**src/rtl/timestamped_playout_buffer_defines.svh**
```systemverilog
// assertion macros for the playout buffer
// no dependencies
`ifndef TIMESTAMPED_PLAYOUT_BUFFER_DEFINES_SVH
`define TIMESTAMPED_PLAYOUT_BUFFER_DEFINES_SVH
// implication checked on every clock edge outside reset
`define TPB_ASSERT_IMP(lbl, a, c) \
	lbl: assert property (@(posedge clk) disable iff (!arst_n) (a) |-> (c)) \
		else $error("tpb check failed");
// implication with the consequent checked in the next cycle
`define TPB_ASSERT_NXT(lbl, a, c) \
	lbl: assert property (@(posedge clk) disable iff (!arst_n) (a) |=> (c)) \
		else $error("tpb check failed");
`endif

```
**src/rtl/tpb_queue.sv**
```systemverilog
// two-entry item queue used between front and back and on the result side
// depends on nothing beyond its parameter
module tpb_queue #(
	parameter int WIDTH = 8
) (
	input  logic             clk,
	input  logic             arst_n,
	input  logic             push,
	input  logic [WIDTH-1:0] din,
	output logic             full,
	input  logic             pop,
	output logic [WIDTH-1:0] dout,
	output logic             empty
);
	logic [WIDTH-1:0] slot_q [2];
	logic             rd_q;
	logic             wr_q;
	logic [1:0]       cnt_q;
	logic             do_push;
	logic             do_pop;

	assign full    = (cnt_q == 2'd2);
	assign empty   = (cnt_q == 2'd0);
	assign do_push = push && !full;
	assign do_pop  = pop && !empty;
	assign dout    = slot_q[rd_q];

	always_ff @(posedge clk) begin
		if (do_push) begin
			slot_q[wr_q] <= din;
		end
	end

	always_ff @(posedge clk or negedge arst_n) begin
		if (!arst_n) begin
			rd_q  <= 1'b0;
			wr_q  <= 1'b0;
			cnt_q <= 2'd0;
		end else begin
			if (do_push) begin
				wr_q <= ~wr_q;
			end
			if (do_pop) begin
				rd_q <= ~rd_q;
			end
			cnt_q <= cnt_q + {1'b0, do_push} - {1'b0, do_pop};
		end
	end
endmodule

```
**config.mk**
```make
export PLATFORM = sky130hd
export DESIGN_NAME = tpb_queue
export DESIGN_NICKNAME = d
export VERILOG_FILES = /design/src/rtl/timestamped_playout_buffer_defines.svh /design/src/rtl/tpb_queue.sv
export SDC_FILE = /design/constraint.sdc
export NUM_CORES = 1
export LEC_CHECK = 0
export ABC_AREA = 0
export BUFFER_PORTS_ARGS = -buffer_cell sky130_fd_sc_hd__buf_2
export CORE_UTILIZATION = 40
export CTS_BUF_LIST = sky130_fd_sc_hd__clkbuf_8
export CTS_CLUSTER_SIZE = 24
export DETAILED_ROUTE_END_ITERATION = 10
export PLACE_DENSITY_LB_ADDON = 0.15
export SLEW_MARGIN = 15
export SYNTH_ARGS = -nofsm -noshare
export SYNTH_HDL_FRONTEND = slang
export SYNTH_SLANG_ARGS = --single-unit
```
**constraint.sdc**
```tcl
create_clock -name clk -period 1.8 [get_ports clk]
set_clock_uncertainty 0.2 [all_clocks]
set_input_delay 0.18 -clock clk [delete_from_list [all_inputs] [get_ports clk]]
set_output_delay 0.18 -clock clk [all_outputs]
set_load 0.02 [all_outputs]
```
==> results.toml, run 1 <==
[status]
status = "finished clean"

[clock_network]
clkLatencyLatePin_ns = 0.25
cts_root_buffer = "clkbuf_8"
clock-sinks = 20
tritoncts.num_buffers = 3
post_cts_buffers = 0
cts_max_path_buffers = 2
cts.reportedPaths.clkPinSlew_ns = 0.07
h-tree-depth = 1
cts_tree = "built"

[placed_design]
gp_routability_congestion = 0.656
dp_hpwl_microns = 795
pre_cts_ws_ns = 0.0701
postPlaceCellArea_sq_um = 925
io_buffers = 21

[layout]
design_area_sq_um = 1090
layout.nets = 93
area_delta_synth_final_pct = 40.8
seq_area_sq_um = 583
insertedDiodeCount = 0
fillCellCount = 147
final_layout_size_suffix_gt1_frac = 0.538
multiInputGateArea_sq_um = 215

[floorplan]
die_x_microns = 46.0
die-area_sq_um = 2120
fp-row-count = 15
start_util = 0.440
fp.dieH_microns = 46.0
core-area_sq_um = 1760
ioPinCount = 22

[drt]
via_count = 462
wl_per_cell_microns = 12.3
routed_wl_mm = 1.26
antenna_left = 0
drt_iter0_drc = 6
viasPerCell = 4.49
drtPass1Iterations = 4
post-route-drc-count = 0

[worst_setup_path]
critPathLaunchType = "flop"
required_ns = 1.73
end_kind = "flop"
crit_path_max_fanout = 3
path_class = "reg -> reg"
arrival_ns = 1.67

[synth]
synth_area_leaders = "edfxtp_1 62%, dfrtp_1 13%, mux2_2 12%, xnor2_1 3.4%, ha_1 3.2%"
seq_area_frac_synth = 0.748
ys_types = 13
synth_top_area_frac = 0.619
synth_cells = 43
synth_warnings = 0
avgSynthCellArea_sq_um = 18.0
ys_ff_latch = 20
synth_area_leader_cell = "edfxtp_1"
syn-num-nets = 57
syn_area_sq_um = 776

[pwr]
p_leak_nw = 0.453
powerDensity_nw_per_um2 = 1550
vdd_drop_max_uv = 971

[grt]
grt_max_degree = 12
antenna_found_initial = 0
grt_usage = 0.121
first_global_vias = 435
grt_pass1_wl_mm = 1.70
grt_overflow = 0

[sta]
worstMarginPinSlew_ns = 0.403
timing.final.crit_share = 0.965
hold_viol = 0
max-slew-margin-rel = 0.732
finalSetupViolCount = 0
slew_violations = 0
max_freq_mhz = 576
fin_crit_ns = 1.74
worst_slack_ns = 0.0636

[worst_hold_path]
min_path_type = "in -> reg"

[job]
drv_cap = 0
-- worst max-delay path, stage by stage, from the launching register on --
cell      delay, ns
dfrtp_1        0.43
nand2b_4       0.18
nand2_4        0.06
ha_1           0.27
inv_1          0.04
ha_2           0.18
xnor2_2        0.13
xnor2_1        0.13
-- routing by layer --
layer  GRT usage  up-vias  wire, microns
li1            -      224              -
met1       0.127      228            490
met2       0.220       10            737
met3      0.0357        0             36
met4      0.0529        0              0
met5           0        -              0
-- flip-flops by register name, indices dropped and copies added (netlist names) --
name and cells:
slot_q 16, cnt_q 2, rd_q 1, wr_q 1
-- Yosys cell counts --
cell type,n
edfxtp_1,16
mux2_2,8
dfrtp_1,4
xnor2_1,3
ha_1,2
inv_1,2
nor2_1,2
and3_1,1
buf_2,1
nand2_1,1
nand2b_1,1
nor2b_2,1
xor2_1,1
-- kinds of logic (layout without fill, tap and decap cells) --
logic type,after synthesis,in the layout,synth area share
adder cells (fa/ha/maj),2,2,0.0323
multiplexers,8,8,0.116
XOR/XNOR,4,4,0.0452
AND/OR/NAND/NOR,6,6,0.0419
flip-flops,20,20,0.748
buffers and inverters,3,38,0.0161
-- report_power, final --
part           internal [W]  leakage (nW)  switching [W]  total (W)
Sequential         0.000653         0.193       0.000107   0.000760
Combinational      0.000317         0.233       0.000336   0.000653
Clock              0.000151        0.0269       0.000131   0.000282
-- through the flow --
step	power (W)	utilization	instances	TNS (ns)	hold slack (ns)
floorplan	0.00115	-	43	0	-0.316
global placement	0.00132	0.524	90	0	-0.208
detailed placement	0.00133	0.524	90	0	-0.205
CTS	0.00163	0.601	103	0	0.0558
global route	0.00179	0.619	103	-0.0164	0.0173
finish	0.00169	0.619	103	0	0.0114
-- layout by cell type (no fill, tap or decap), drive strengths merged --
cell / instances
nand2b: 1
edfxtp: 16
nor2: 2
mux2: 8
dfrtp: 4
buf: 23
nand2: 1
and3: 1
nor2b: 1
clkbuf: 3
dlygate4sd3: 9
inv: 3
xor2: 1
ha: 2
xnor2: 3
-- path summary, 6_finish.rpt --
path                       slack [ns]            endpoint                from  cells past startpoint
max in group asynchronous        1.21    rd_q$_DFFE_PN0P_              arst_n                      2
max reg2reg                      0.06  cnt_q[1]$_DFF_PN0_  cnt_q[0]$_DFF_PN0_                      7
min in group asynchronous        0.06  cnt_q[0]$_DFF_PN0_              arst_n                      2
min                              0.01    wr_q$_DFFE_PN0P_                push                      3
max                              0.06  cnt_q[1]$_DFF_PN0_  cnt_q[0]$_DFF_PN0_                      7
min reg2reg                      0.31    wr_q$_DFFE_PN0P_    wr_q$_DFFE_PN0P_                      1
-- timing repair --
item | in CTS | in global routing
endpoints found under the setup margin | 0 | 3
hold buffers | 9 | 0
resized for setup | 0 | 8
endpoints found under the hold margin | 20 | 0
-- cell type report --
cell class / instances / share of cell area
flip-flops and latches: 20 / 0.534
multi-input cells: 20 / 0.197
repair buffers: 32 / 0.192
clock buffers: 3 / 0.0378
well taps: 25 / 0.0286
inverters: 2 / 0.00687
clock inverters: 1 / 0.00344
No activity file was read; power rests on OpenSTA's default activity.
==> inputs of run 2 (changes only) <==
CORE_UTILIZATION = 52   (was 40)
SETUP_SLACK_MARGIN = 0.4   (was default)
==> results.toml, run 2 <==
[synth]
syn_area_sq_um = 776
synth_fa_ha_area_frac = 0.0323
synth_cells = 43
ys_types = 13
synth_xor_area_frac = 0.0452
syn-num-nets = 57
synth_area_leaders = "edfxtp_1 62%, dfrtp_1 13%, mux2_2 12%, xnor2_1 3.4%, ha_1 3.2%"
synth_async_sr_flop_share = 0.200
synthMuxAreaShare = 0.116
seq_area_frac_synth = 0.748
yosysMostFrequentCell = "edfxtp_1"
synth_top_family_by_area = "multiplexers"
avgSynthCellArea_sq_um = 18.0
yosys-top-cells-count = "16 x edfxtp_1, 8 x mux2_2, 4 x dfrtp_1, 3 x xnor2_1"
synth_area_leader_cell = "edfxtp_1"
ys_ff_latch = 20
synth_warnings = 0
synth_top_area_frac = 0.619
synthSimpleGateAreaFrac = 0.0419
ys_dominant_reg_cell = "edfxtp_1"
synth_edf_count = 16
synth-compound-area-share = 0

[floorplan]
fp.dieH_microns = 40.6
ioPinCount = 22
die_x_microns = 40.6
start_util = 0.575
fp-row-count = 13

[sta]
worst_endpoint_kind = "sequential cell input"
worstEndpointGrtRepair = "cnt_q[1]$_DFF_PN0_/D"

[grt]
grt_max_degree = 12
antenna_found_initial = 0

[status]
lastStage = "5_1_grt"
status = "stopped before the end"
stop_error = "[ERROR DPL-0033] detailed placement checks failed during check placement."

[clock_network]
h-tree-depth = 1
clock-sinks = 20
cts_root_buffer = "clkbuf_8"
cts_max_path_buffers = 2
tritoncts.num_buffers = 3

[placed_design]
dp_hpwl_microns = 843
pre_cts_ws_ns = 0.0899
io_buffers = 21
gp_routability_congestion = 0.680
[run 2: cell counts after synthesis]
Identical to the previous run, type by type.
[run 2: what timing repair did]
action,CTS
setup buffers,9
pin swaps,8
hold buffers,9
endpoints found under the setup margin,27
gates resized for setup,30
hold endpoints to repair,20
[run 2: cells by family after synthesis]
family,Yosys count
buffers and inverters,3
muxes,8
DFF,20
adders and majority gates,2
and+or+nand+nor,6
xor gates and xnor gates,4
[run 2: through the flow]
step,hold WS [ns],instances,instance area [sq um]
3_3_place_gp,-0.209,81,927
2_1_floorplan,-0.316,43,786
3_5_place_dp,-0.206,81,927
4_1_cts,0.0518,103,1240
==> inputs of run 3 (changes only) <==
CORE_AREA = 2 2 63 65   (was default)
CORE_UTILIZATION = default   (was 52)
CTS_BUF_LIST = default   (was sky130_fd_sc_hd__clkbuf_8)
CTS_CLUSTER_SIZE = default   (was 24)
DIE_AREA = 0 0 65 67   (was default)
SETUP_SLACK_MARGIN = default   (was 0.4)
==> results.toml, run 3 (same netlist as run 1, synthesis figures left out) <==
[worst_setup_path]
r2r-start = "cnt_q[0]$_DFF_PN0_"
slowest_delay_ns = 0.43
startpoint = "cnt_q[0]$_DFF_PN0_"
crit_slowest_cell = "dfrtp_1"
crit_chain = "nand2b_4 -> nand2_4 -> ha_4 -> inv_1 -> ha_2 -> xnor2_2 -> xnor2_1"
r2r_setup_slack_ns = 0.11
end_kind = "flop"
r2r_cells = 7
critPathLaunchType = "flop"
arrival_ns = 1.64
crit_path_max_fanout = 3
timing.rr.end = "cnt_q[1]$_DFF_PN0_"
path_class = "reg -> reg"
crit_buf_inv = 1
required_ns = 1.75
cp_top_family = "flip-flops"

[clock_network]
h-tree-depth = 1
cts.reportedPaths.clkPinSlew_ns = 0.08
cts_tree = "built"
cts_root_buffer = "clkbuf_8"
post_cts_buffers = 0
clkLatencyLatePin_ns = 0.26
tritoncts.num_buffers = 3
clock-sinks = 20
cts_max_path_buffers = 2

[status]
status = "finished clean"

[sta]
worstMarginPinSlew_ns = 0.243
hold_viol = 0
timing.final.crit_share = 0.938
rsz0062_at_grt = "no"
max-slew-margin-rel = 0.838
max_freq_mhz = 593
fin_tns_setup_ns = 0
finalSetupViolCount = 0
fin_crit_ns = 1.69
slew_violations = 0

[drt]
routed_wl_mm = 1.45
drtPass1Iterations = 2
post-route-drc-count = 0
wl_per_cell_microns = 11.5
antenna_left = 0
drt_iter0_drc = 6
viasPerCell = 3.75
via_count = 472

[layout]
seq_area_sq_um = 583
multiInputGateArea_sq_um = 228
fillCellCount = 353
largest_registers = "slot_q x16, cnt_q x2"
area_delta_synth_final_pct = 49.5
largest_reg_flops = 16
layout.nets = 93
insertedDiodeCount = 0
mostFrequentLayoutCells = "21 x buf_2, 16 x edfxtp_1, 9 x dlygate4sd3_1"
top_register = "slot_q"
mostFrequentLayoutCell = "buf_2"
final_layout_size_suffix_gt1_frac = 0.564
design_area_sq_um = 1160

[grt]
grtUsageMet2 = 0.125
grt_overflow = 0
grt_max_degree = 13
globalRouteMet1Util = 0.0887
antenna_found_initial = 0
top_usage_layer = "met2"
grt_usage = 0.0775
first_global_vias = 513
grtUsageMet3 = 0.0253
grt_pass1_wl_mm = 2.39

[floorplan]
ioPinCount = 22
fp.dieH_microns = 67
start_util = 0.215
die-area_sq_um = 4360
core-area_sq_um = 3610
fp-row-count = 22
die_x_microns = 65

[worst_hold_path]
whs_endpoint = "wr_q$_DFFE_PN0P_"
hold_path_depth = 3
min_path_type = "in -> reg"
hp-start = "push"

[pwr]
p_leak_nw = 0.462
powerDensity_nw_per_um2 = 1620
vdd_drop_max_uv = 605

[placed_design]
dp_hpwl_microns = 984
postPlaceCellArea_sq_um = 953
io_buffers = 21
gp_routability_congestion = 0.648

[job]
drv_cap = 0
## run 3: what timing repair did
action	CTS	global route
hold buffers	9	0
hold endpoints to repair	20	0
setup endpoints to repair	8	1
gates resized for setup	1	8
pin swaps	0	2
## run 3: cell type report
type / instances / share of cell area
clock inverters: 1 / 0.0259
well taps: 48 / 0.0518
clock buffers: 3 / 0.0356
repair buffers: 32 / 0.181
multi-input cells: 20 / 0.196
inverters: 2 / 0.00647
flip-flops and latches: 20 / 0.503
## run 3: power by group
group          switching [W]  internal (W)
sequential          0.000111      0.000652
combinational       0.000349      0.000325
clock               0.000147      0.000297
## run 3: worst reg2reg max path, cell delays in order (launching register included)
cell and delay, ns:
dfrtp_1 0.43, nand2b_4 0.18, nand2_4 0.07, ha_4 0.25
inv_1 0.03, ha_2 0.17, xnor2_2 0.13, xnor2_1 0.12
## run 3: stage by stage
step / instances / utilization / hold WS (ns) / total power [W] / worst slack, ns
finish: 126 / 0.322 / 0.0350 / 0.00188 / 0.112
global route: 126 / 0.322 / 0.0385 / 0.00200 / 0.00431
CTS: 126 / 0.310 / 0.0423 / 0.00182 / 0.0439
detailed placement: 113 / 0.264 / -0.204 / 0.00135 / 0.0447
global placement: 113 / 0.264 / -0.204 / 0.00135 / 0.0317
floorplan: 43 / - / -0.316 / 0.00115 / 0.0178
## run 3: worst max path at each step
| stage | slack (ns) | depth (start not counted) | endpoint |
|---|---|---|---|
| 2_1_floorplan | 0.02 | 7 | cnt_q[1]$_DFF_PN0_ |
| 3_3_place_gp | 0.03 | 7 | cnt_q[1]$_DFF_PN0_ |
| 3_5_place_dp | 0.04 | 7 | cnt_q[1]$_DFF_PN0_ |
| 4_1_cts | 0.04 | 7 | cnt_q[1]$_DFF_PN0_ |
| 5_1_grt | 0.004 | 7 | cnt_q[1]$_DFF_PN0_ |
| 6_report | 0.11 | 7 | cnt_q[1]$_DFF_PN0_ |
## run 3: metal layers
layer	vias to the layer above	wire length, microns
met4	0	12
met5	-	0
met2	13	690
met3	2	63
li1	223	-
met1	234	687
==> inputs of run 4 (changes only) <==
GPL_TIMING_DRIVEN = 0   (was default)
==> results.toml, run 4 (same netlist as run 1, synthesis figures left out) <==
[layout]
insertedDiodeCount = 0
design_area_sq_um = 1120
layout.nets = 93
top_register = "slot_q"
final_layout_size_suffix_gt1_frac = 0.500
largest_reg_flops = 16
mostFrequentLayoutCell = "buf_2"
largest_registers = "slot_q x16, cnt_q x2"
area_delta_synth_final_pct = 44.4
mostFrequentLayoutCells = "21 x buf_2, 16 x edfxtp_1, 9 x dlygate4sd3_1"
fillCellCount = 375

[worst_hold_path]
min_path_type = "in -> reg"

[sta]
hold_ws_ns = 0.0281
fin_crit_ns = 1.69
finalSetupViolCount = 0
timing.final.crit_share = 0.939
max_freq_mhz = 592
max-slew-margin-rel = 0.667
hold_viol = 0
worstMarginPinSlew_ns = 0.500
slew_violations = 0

[pwr]
p_leak_nw = 0.451
powerDensity_nw_per_um2 = 1600
vdd_drop_max_uv = 694

[job]
drv_cap = 0

[grt]
antenna_found_initial = 0
grt_max_degree = 13
first_global_vias = 487
grt_pass1_wl_mm = 2.10
grt_usage = 0.0689
grt_overflow = 0

[clock_network]
cts_tree = "built"
h-tree-depth = 1
tritoncts.num_buffers = 3
cts.reportedPaths.clkPinSlew_ns = 0.07
clock-sinks = 20
cts_root_buffer = "clkbuf_8"
clkLatencyLatePin_ns = 0.25
cts_max_path_buffers = 2

[drt]
drtPass1Iterations = 2
wl_per_cell_microns = 10.6
drt_iter0_drc = 7
antenna_left = 0
post-route-drc-count = 0
viasPerCell = 3.74
via_count = 471
routed_wl_mm = 1.33

[worst_setup_path]
path_class = "reg -> out"
required_ns = 1.42
critPathLaunchType = "flop"
crit_path_max_fanout = 9
arrival_ns = 1.31
end_kind = "output pin"

[floorplan]
start_util = 0.215
die_x_microns = 65
die-area_sq_um = 4360
core-area_sq_um = 3610
fp-row-count = 22
fp.dieH_microns = 67
ioPinCount = 22

[status]
status = "finished clean"

[placed_design]
io_buffers = 21
postPlaceCellArea_sq_um = 943
dp_hpwl_microns = 918
gp_routability_congestion = 0.633
run 4: cell types whose count changed in the layout (fill, tap and decap cells not counted), sizes merged:
cell	delta
buf	-1
clkbuf	+1
run 4: final timing paths:
check	from	end	slack (ns)	depth (start not counted)
worst min register to register	wr_q$_DFFE_PN0P_	wr_q$_DFFE_PN0P_	0.32	1
worst max register to register	cnt_q[1]$_DFF_PN0_	cnt_q[1]$_DFF_PN0_	0.12	7
min in group asynchronous	arst_n	cnt_q[1]$_DFF_PN0_	0.06	2
max in group asynchronous	arst_n	cnt_q[0]$_DFF_PN0_	1.22	2
worst max-delay path	rd_q$_DFFE_PN0P_	dout[1]	0.11	3
worst min-delay path	push	wr_q$_DFFE_PN0P_	0.03	3
run 4: repair_timing:
item                       CTS  global route
hold endpoints to repair    20             0
hold buffers                 9             0
buffers inserted             0             1
resized for setup            1             2
setup endpoints to repair    8             6
pin swaps                    0             0
gates cloned                 0             0
run 4: worst max-delay path, cell delays in order, from the launching register on:
cell and delay, ns:
dfrtp_1 0.32, clkbuf_4 0.22, mux2_2 0.36, buf_2 0.16
run 4: layout make-up:
class	count	area, sq um	share of cell area
clock inverter	1	30.0	0.0268
buffer	1	7.51	0.00670
multi-input combinational	20	190	0.170
tap	48	60.1	0.0536
clock buffer	3	41.3	0.0369
timing repair buffer	31	203	0.181
inverter	2	7.51	0.00670
sequential	20	581	0.518
run 4: per-layer routing:
layer  up-vias  share of wire  wire, microns  global-route usage
met3         2          0.056             74              0.0355
met5         -              0              0                   0
met1       228           0.44            584              0.0731
met4         0         0.0075             10              0.0239
met2        16           0.50            664               0.117
li1        225              -              -                   -
run 4: report_power, final:
part           internal [W]  switching, W  leakage, nW
sequential         0.000648     0.0000518        0.195
clock              0.000297      0.000142       0.0357
combinational      0.000291      0.000367        0.220
total               0.00124      0.000561        0.451
run 4: stage by stage:
step,utilization,setup TNS (ns),cells,total power [W],setup slack (ns)
5_1_grt,0.311,-0.00578,126,0.00191,-0.00578
6_report,0.311,0,126,0.00180,0.110
3_5_place_dp,0.262,-0.676,112,0.00134,-0.0848
4_1_cts,0.307,0,125,0.00181,0.0296
2_1_floorplan,-,0,43,0.00115,0.0178
3_3_place_gp,0.262,-0.589,112,0.00133,-0.0738
